[src/rtl/lbsrc_pkg.sv]
package lbsrc_pkg;

    localparam int WORD_W        = 32;
    localparam int FRAC_BITS_DEF = 16;
    localparam int NUM_CORNERS   = 8;

    // quotient bits resolved per divider stage
    localparam int DIV_STEPS = 2;
    localparam int DIV_NSTG  = WORD_W / DIV_STEPS;
    // prep register, step stages, saturation register
    localparam int DIV_LAT   = DIV_NSTG + 2;

    localparam logic signed [WORD_W-1:0] W_MAX = {1'b0, {(WORD_W-1){1'b1}}};
    localparam logic signed [WORD_W-1:0] W_MIN = {1'b1, {(WORD_W-1){1'b0}}};

    localparam int REG_IDX_W = 3;
    localparam logic [REG_IDX_W-1:0] REG_VP_X_LO  = 3'd0;
    localparam logic [REG_IDX_W-1:0] REG_VP_X_HI  = 3'd1;
    localparam logic [REG_IDX_W-1:0] REG_VP_Y_LO  = 3'd2;
    localparam logic [REG_IDX_W-1:0] REG_VP_Y_HI  = 3'd3;
    localparam logic [REG_IDX_W-1:0] REG_VP_W_LO  = 3'd4;
    localparam logic [REG_IDX_W-1:0] REG_VP_W_HI  = 3'd5;
    localparam logic [REG_IDX_W-1:0] REG_CAM_XY   = 3'd6;
    localparam logic [REG_IDX_W-1:0] REG_CAM_Z    = 3'd7;

endpackage

[src/rtl/lbsrc_div.sv]
module lbsrc_div #(
    parameter int FRAC_BITS = lbsrc_pkg::FRAC_BITS_DEF
) (
    input  logic                                aclk,
    input  logic                                en,
    input  logic signed [lbsrc_pkg::WORD_W-1:0] num_i,
    input  logic signed [lbsrc_pkg::WORD_W-1:0] den_i,
    output logic signed [lbsrc_pkg::WORD_W-1:0] quo_o
);
    import lbsrc_pkg::*;

    logic [WORD_W-1:0] mag;
    logic [WORD_W-1:0] hi_part;
    logic              ovf_next;
    logic              nonpos_next;

    logic [WORD_W-1:0] rem_reg    [0:DIV_NSTG];
    logic [WORD_W-1:0] nlo_reg    [0:DIV_NSTG];
    logic [WORD_W-1:0] q_reg      [0:DIV_NSTG];
    logic [WORD_W-1:0] den_reg    [0:DIV_NSTG];
    logic              neg_reg    [0:DIV_NSTG];
    logic              ovf_reg    [0:DIV_NSTG];
    logic              nonpos_reg [0:DIV_NSTG];

    logic signed [WORD_W-1:0] quo_next;

    // magnitude of the numerator scaled by 2^FRAC_BITS; the part above the
    // low word seeds the remainder, and if it already reaches w the quotient
    // cannot fit a word
    always_comb begin
        mag         = num_i[WORD_W-1] ? (~num_i + 1'b1) : num_i;
        hi_part     = mag >> (WORD_W - FRAC_BITS);
        ovf_next    = (hi_part >= den_i);
        nonpos_next = den_i[WORD_W-1] || (den_i == '0);
    end

    always_ff @(posedge aclk) begin
        if (en) begin
            rem_reg[0]    <= ovf_next ? '0 : hi_part;
            nlo_reg[0]    <= mag << FRAC_BITS;
            q_reg[0]      <= '0;
            den_reg[0]    <= den_i;
            neg_reg[0]    <= num_i[WORD_W-1];
            ovf_reg[0]    <= ovf_next;
            nonpos_reg[0] <= nonpos_next;
        end
    end

    for (genvar s = 0; s < DIV_NSTG; s++) begin : g_stage
        logic [WORD_W-1:0] rem_next;
        logic [WORD_W-1:0] nlo_next;
        logic [WORD_W-1:0] q_next;
        logic [WORD_W:0]   trial;

        always_comb begin
            rem_next = rem_reg[s];
            nlo_next = nlo_reg[s];
            q_next   = q_reg[s];
            trial    = '0;
            for (int t = 0; t < DIV_STEPS; t++) begin
                trial    = {rem_next, nlo_next[WORD_W-1]};
                nlo_next = nlo_next << 1;
                if (trial >= {1'b0, den_reg[s]}) begin
                    trial    = trial - {1'b0, den_reg[s]};
                    q_next   = {q_next[WORD_W-2:0], 1'b1};
                end else begin
                    q_next   = {q_next[WORD_W-2:0], 1'b0};
                end
                rem_next = trial[WORD_W-1:0];
            end
        end

        always_ff @(posedge aclk) begin
            if (en) begin
                rem_reg[s+1]    <= rem_next;
                nlo_reg[s+1]    <= nlo_next;
                q_reg[s+1]      <= q_next;
                den_reg[s+1]    <= den_reg[s];
                neg_reg[s+1]    <= neg_reg[s];
                ovf_reg[s+1]    <= ovf_reg[s];
                nonpos_reg[s+1] <= nonpos_reg[s];
            end
        end
    end

    // saturate; zero or negative w goes to the rail of the numerator's sign
    always_comb begin
        priority if (nonpos_reg[DIV_NSTG]) begin
            quo_next = neg_reg[DIV_NSTG] ? W_MIN : W_MAX;
        end else if (!neg_reg[DIV_NSTG]) begin
            quo_next = (ovf_reg[DIV_NSTG] || q_reg[DIV_NSTG][WORD_W-1]) ?
                       W_MAX : q_reg[DIV_NSTG];
        end else begin
            quo_next = (ovf_reg[DIV_NSTG] || (q_reg[DIV_NSTG] > W_MIN)) ?
                       W_MIN : (~q_reg[DIV_NSTG] + 1'b1);
        end
    end

    always_ff @(posedge aclk) begin
        if (en) begin
            quo_o <= quo_next;
        end
    end

endmodule

[config.mk]
export PLATFORM = sky130hd
export DESIGN_NAME = lbsrc_div
export DESIGN_NICKNAME = d
export VERILOG_FILES = /design/src/rtl/lbsrc_pkg.sv /design/src/rtl/lbsrc_div.sv
export SDC_FILE = /design/constraint.sdc
export NUM_CORES = 2
export LEC_CHECK = 0
export BUFFER_PORTS_ARGS = -buffer_cell sky130_fd_sc_hd__buf_2
export CORE_MARGIN = 1
export CORE_UTILIZATION = 40
export DETAILED_ROUTE_END_ITERATION = 10
export PLACE_DENSITY = 0.6
export SLEW_MARGIN = 5
export SYNTH_ARGS = -nofsm -noshare
export SYNTH_HDL_FRONTEND = slang
export SYNTH_SLANG_ARGS = --single-unit
[constraint.sdc]
create_clock -name aclk -period 18.11 [get_ports aclk]
set_input_delay 0.9055 -clock aclk [delete_from_list [all_inputs] [get_ports aclk]]
set_output_delay 0.9055 -clock aclk [all_outputs]
set_load 0.03 [all_outputs]
==> metrics.txt <==
post-synthesis cell type count=103; share of cells above drive strength 1=10.65%; proportion of synthesized chip area in sequential cells=40.79%; initial antenna violation count=17; ratio of final minimum period to clock period=49.29%; final setup skew=0.08786 ns; post-route antenna net violation count=0; effective utilization at floorplan=40.24%; most common cell after layout, fill and taps aside=edfxtp_1; WP depth=22; critical path's top delay family=compound AO/OA/AOI/OAI gates; outcome=finished clean; # clock sinks=1435; Worst-Skew Late Latency=0.88 ns; Post-Syn Area=105600 µm²; HPWL after detailed placement=248.4 mm; die outline width=515.9 µm; Setup Total Neg Slack=0 ns; transition time at the pin with the least slew margin=1.279 ns; final RePlAce weighted congestion=0.9542; Longest Clk Path Bufs=3; DRC violation count after routing=0; clock tree from TritonCTS=built; Die Y=515.9 µm; number of flops mapped to enable cells by yosys=1435; slew margin rel.=14.07%; CTS resizes=0; fraction of the mapped netlist area in adder cells=12.52%; crit end category=flop; number of buffers created by CTS=170; maximum single-stage delay on the critical path=1.00 ns; total gr overflow=0; final layout net count=11630; placeable core region=262500 µm²; required time at the worst-slack endpoint=18.59 ns; crit path cell chain=inv_1 > ha_1 > nor2b_4 > o31a_1 > o211a_1 > o41a_4 > a31oi_4 > o21ai_2 > a2111o_1 > a31oi_4 > buf_4 > mux2_2 > ha_1 > nand4_1 > a311oi_1 > nor2_1 > o21ai_0 > a21oi_1 > o21a_1 > nor2b_1 > nand2b_2 > mux2i_1; simple-gate share of the synthesized area=11.53%; combinational family with the most area after synthesis=compound AO/OA/AOI/OAI gates; count of final max-slew check failures=0; worst hold margin=0.2213 ns; Ports=98; post-CTS setup-driven buffer insertion count=0; count of input and output buffers=97; die outline area=266200 µm²; setup repair after global routing missed its margin=no; cell count after synthesis=10390; most used flip-flop cell after synthesis=edfxtp_1; cell depth of the worst min-delay path=1; most used cells in the layout excluding fill and tap cells=edfxtp_1, ha_1, inv_1, a21oi_1, nand2_1; largest net degree at the start of global routing=157; Synth Warn #=0; wire length of the first global-routing pass=467.2 mm; hold violation total from the final report=0; max capacitance violation total=0; floorplan row count=188; CP arrival=9.41 ns; final number of setup-violating endpoints=0; flops & latches, synth=1435; drt via density=5.682; Buf/Inv on CP=2; average instance area after synthesis=10.17 µm²; top achievable clock speed=112.0 MHz; length in cells of the worst reg-to-reg path=22; startpoint class of the critical path=flop; vias=80600; via count of the first global-routing pass=78310; async set or reset register ratio after synthesis=0%; layout overhead on the synthesized area=10.14%; worst min-delay path class=input port to flop; Starting DRT DRC Count=6633; clock tree root driver cell=clkbuf_16; total length of routed wires=311.6 mm; maximum level of the CTS H-tree=4; total track usage=22.83%; detailed-router iteration count before antenna repair=6; nets in the synthesized netlist=11500; largest driver fanout on the critical path=40; clock slew seen by the registers of the worst setup and hold paths=0.06 ns; compound-gate portion of the synthesized area=17.69%; slowest library cell on the worst path=mux2i_1; hold buffer count at CTS=0; wire per inst=21.97 µm; classification of the worst setup path=flop to flop; xor/xnor share of the synthesized area=6.964%; shortest clock period the worst path allows after layout=8.927 ns; multiplexer fraction of the synthesized cell area=6.831%; Largest register FFs=512
==> cells in the mapped netlist, types with 30 or more instances <==
library cell / count / area (µm²)
and4_1: 33 / 289.0
mux2_2: 556 / 6261
edfxtp_1: 1435 / 43090
o21bai_1: 149 / 1119
or2_2: 49 / 306.5
nor3_1: 197 / 986.0
o21a_1: 152 / 1141
nor2b_1: 115 / 719.4
a31oi_1: 97 / 606.8
a211o_1: 38 / 332.8
nand4_1: 112 / 700.7
a21oi_1: 798 / 3994
o211ai_1: 57 / 427.9
o21ai_0: 624 / 3123
a31o_2: 34 / 297.8
xor2_1: 277 / 2426
nor4_1: 59 / 369.1
a21o_1: 439 / 3296
mux2i_1: 46 / 460.4
and2_1: 63 / 394.1
o31a_1: 33 / 289.0
ha_1: 1019 / 12750
inv_1: 802 / 3010
nor2_1: 607 / 2278
a211oi_1: 80 / 600.6
nand2_1: 715 / 2684
clkbuf_1: 143 / 536.8
nand3_1: 223 / 1116
o22ai_1: 30 / 187.7
o31ai_1: 70 / 525.5
nand2b_1: 120 / 750.7
or3_1: 56 / 350.3
and3_1: 86 / 538.0
buf_2: 41 / 205.2
xnor2_1: 563 / 4931
==> path summary, 6_finish.rpt <==
check | end | slack, ns | from
max reg2reg | rem_reg[0][224] | 9.18 | den_reg[0][193]
min | den_reg[0][18] | 0.22 | den_i[18]
max | rem_reg[0][224] | 9.18 | den_reg[0][193]
min reg2reg | q_reg[1][209] | 0.37 | q_reg[1][175]
==> layout make-up <==
class | count | area [µm²]
Fill cell | 24900 | 146200
Multi-Input combinational cell | 7946 | 58780
Sequential cell | 1435 | 43090
Tap cell | 3515 | 4398
Clock buffer | 194 | 4344
Inverter | 808 | 3033
Clock inverter | 124 | 1715
Timing Repair Buffer | 159 | 978.4
Antenna cell | 5 | 12.51
==> cell families after synthesis <==
logic type               count (synthesis)
flip-flops                            1435
XOR/XNOR                               840
AO/OA/AOI/OAI                         2904
multiplexers                           640
adder cells (fa/ha/maj)               1043
buffers and inverters                 1009
AND/OR/NAND/NOR                       2519
==> per-stage QoR <==
stage                     instances  util [%]  setup slack (ns)  area (µm²)
after floorplan               10390         -             11.70      105600
after global placement        13860     42.01             9.418      110300
after detailed placement      13860     42.01             9.419      110300
after CTS                     14180     44.32             9.388      116300
after global routing          14180     44.32             8.839      116300
final                         14190     44.32             9.183      116400
==> worst register-to-register path: stages (launching register included) <==
cell	delay [ns]
edfxtp_1	0.64
inv_1	0.26
ha_1	0.35
nor2b_4	0.13
o31a_1	0.27
o211a_1	0.27
o41a_4	0.40
a31oi_4	0.26
o21ai_2	0.14
a2111o_1	0.45
a31oi_4	0.28
buf_4	0.48
mux2_2	0.45
ha_1	0.37
nand4_1	0.21
a311oi_1	0.52
nor2_1	0.09
o21ai_0	0.51
a21oi_1	0.24
o21a_1	0.24
nor2b_1	0.13
nand2b_2	0.85
mux2i_1	1.01
==> layer usage <==
metal | track usage (%) | share of wire [%] | wire length [µm]
met5 | 0 | 0 | 0
met4 | 8.248 | 3.6 | 11290
met3 | 2.851 | 5.2 | 16060
met2 | 37.46 | 46 | 143300
met1 | 30.76 | 45 | 141000
Power is not shown: default switching activity piles up to over one toggle a cycle in this logic, so the estimate is an artifact.
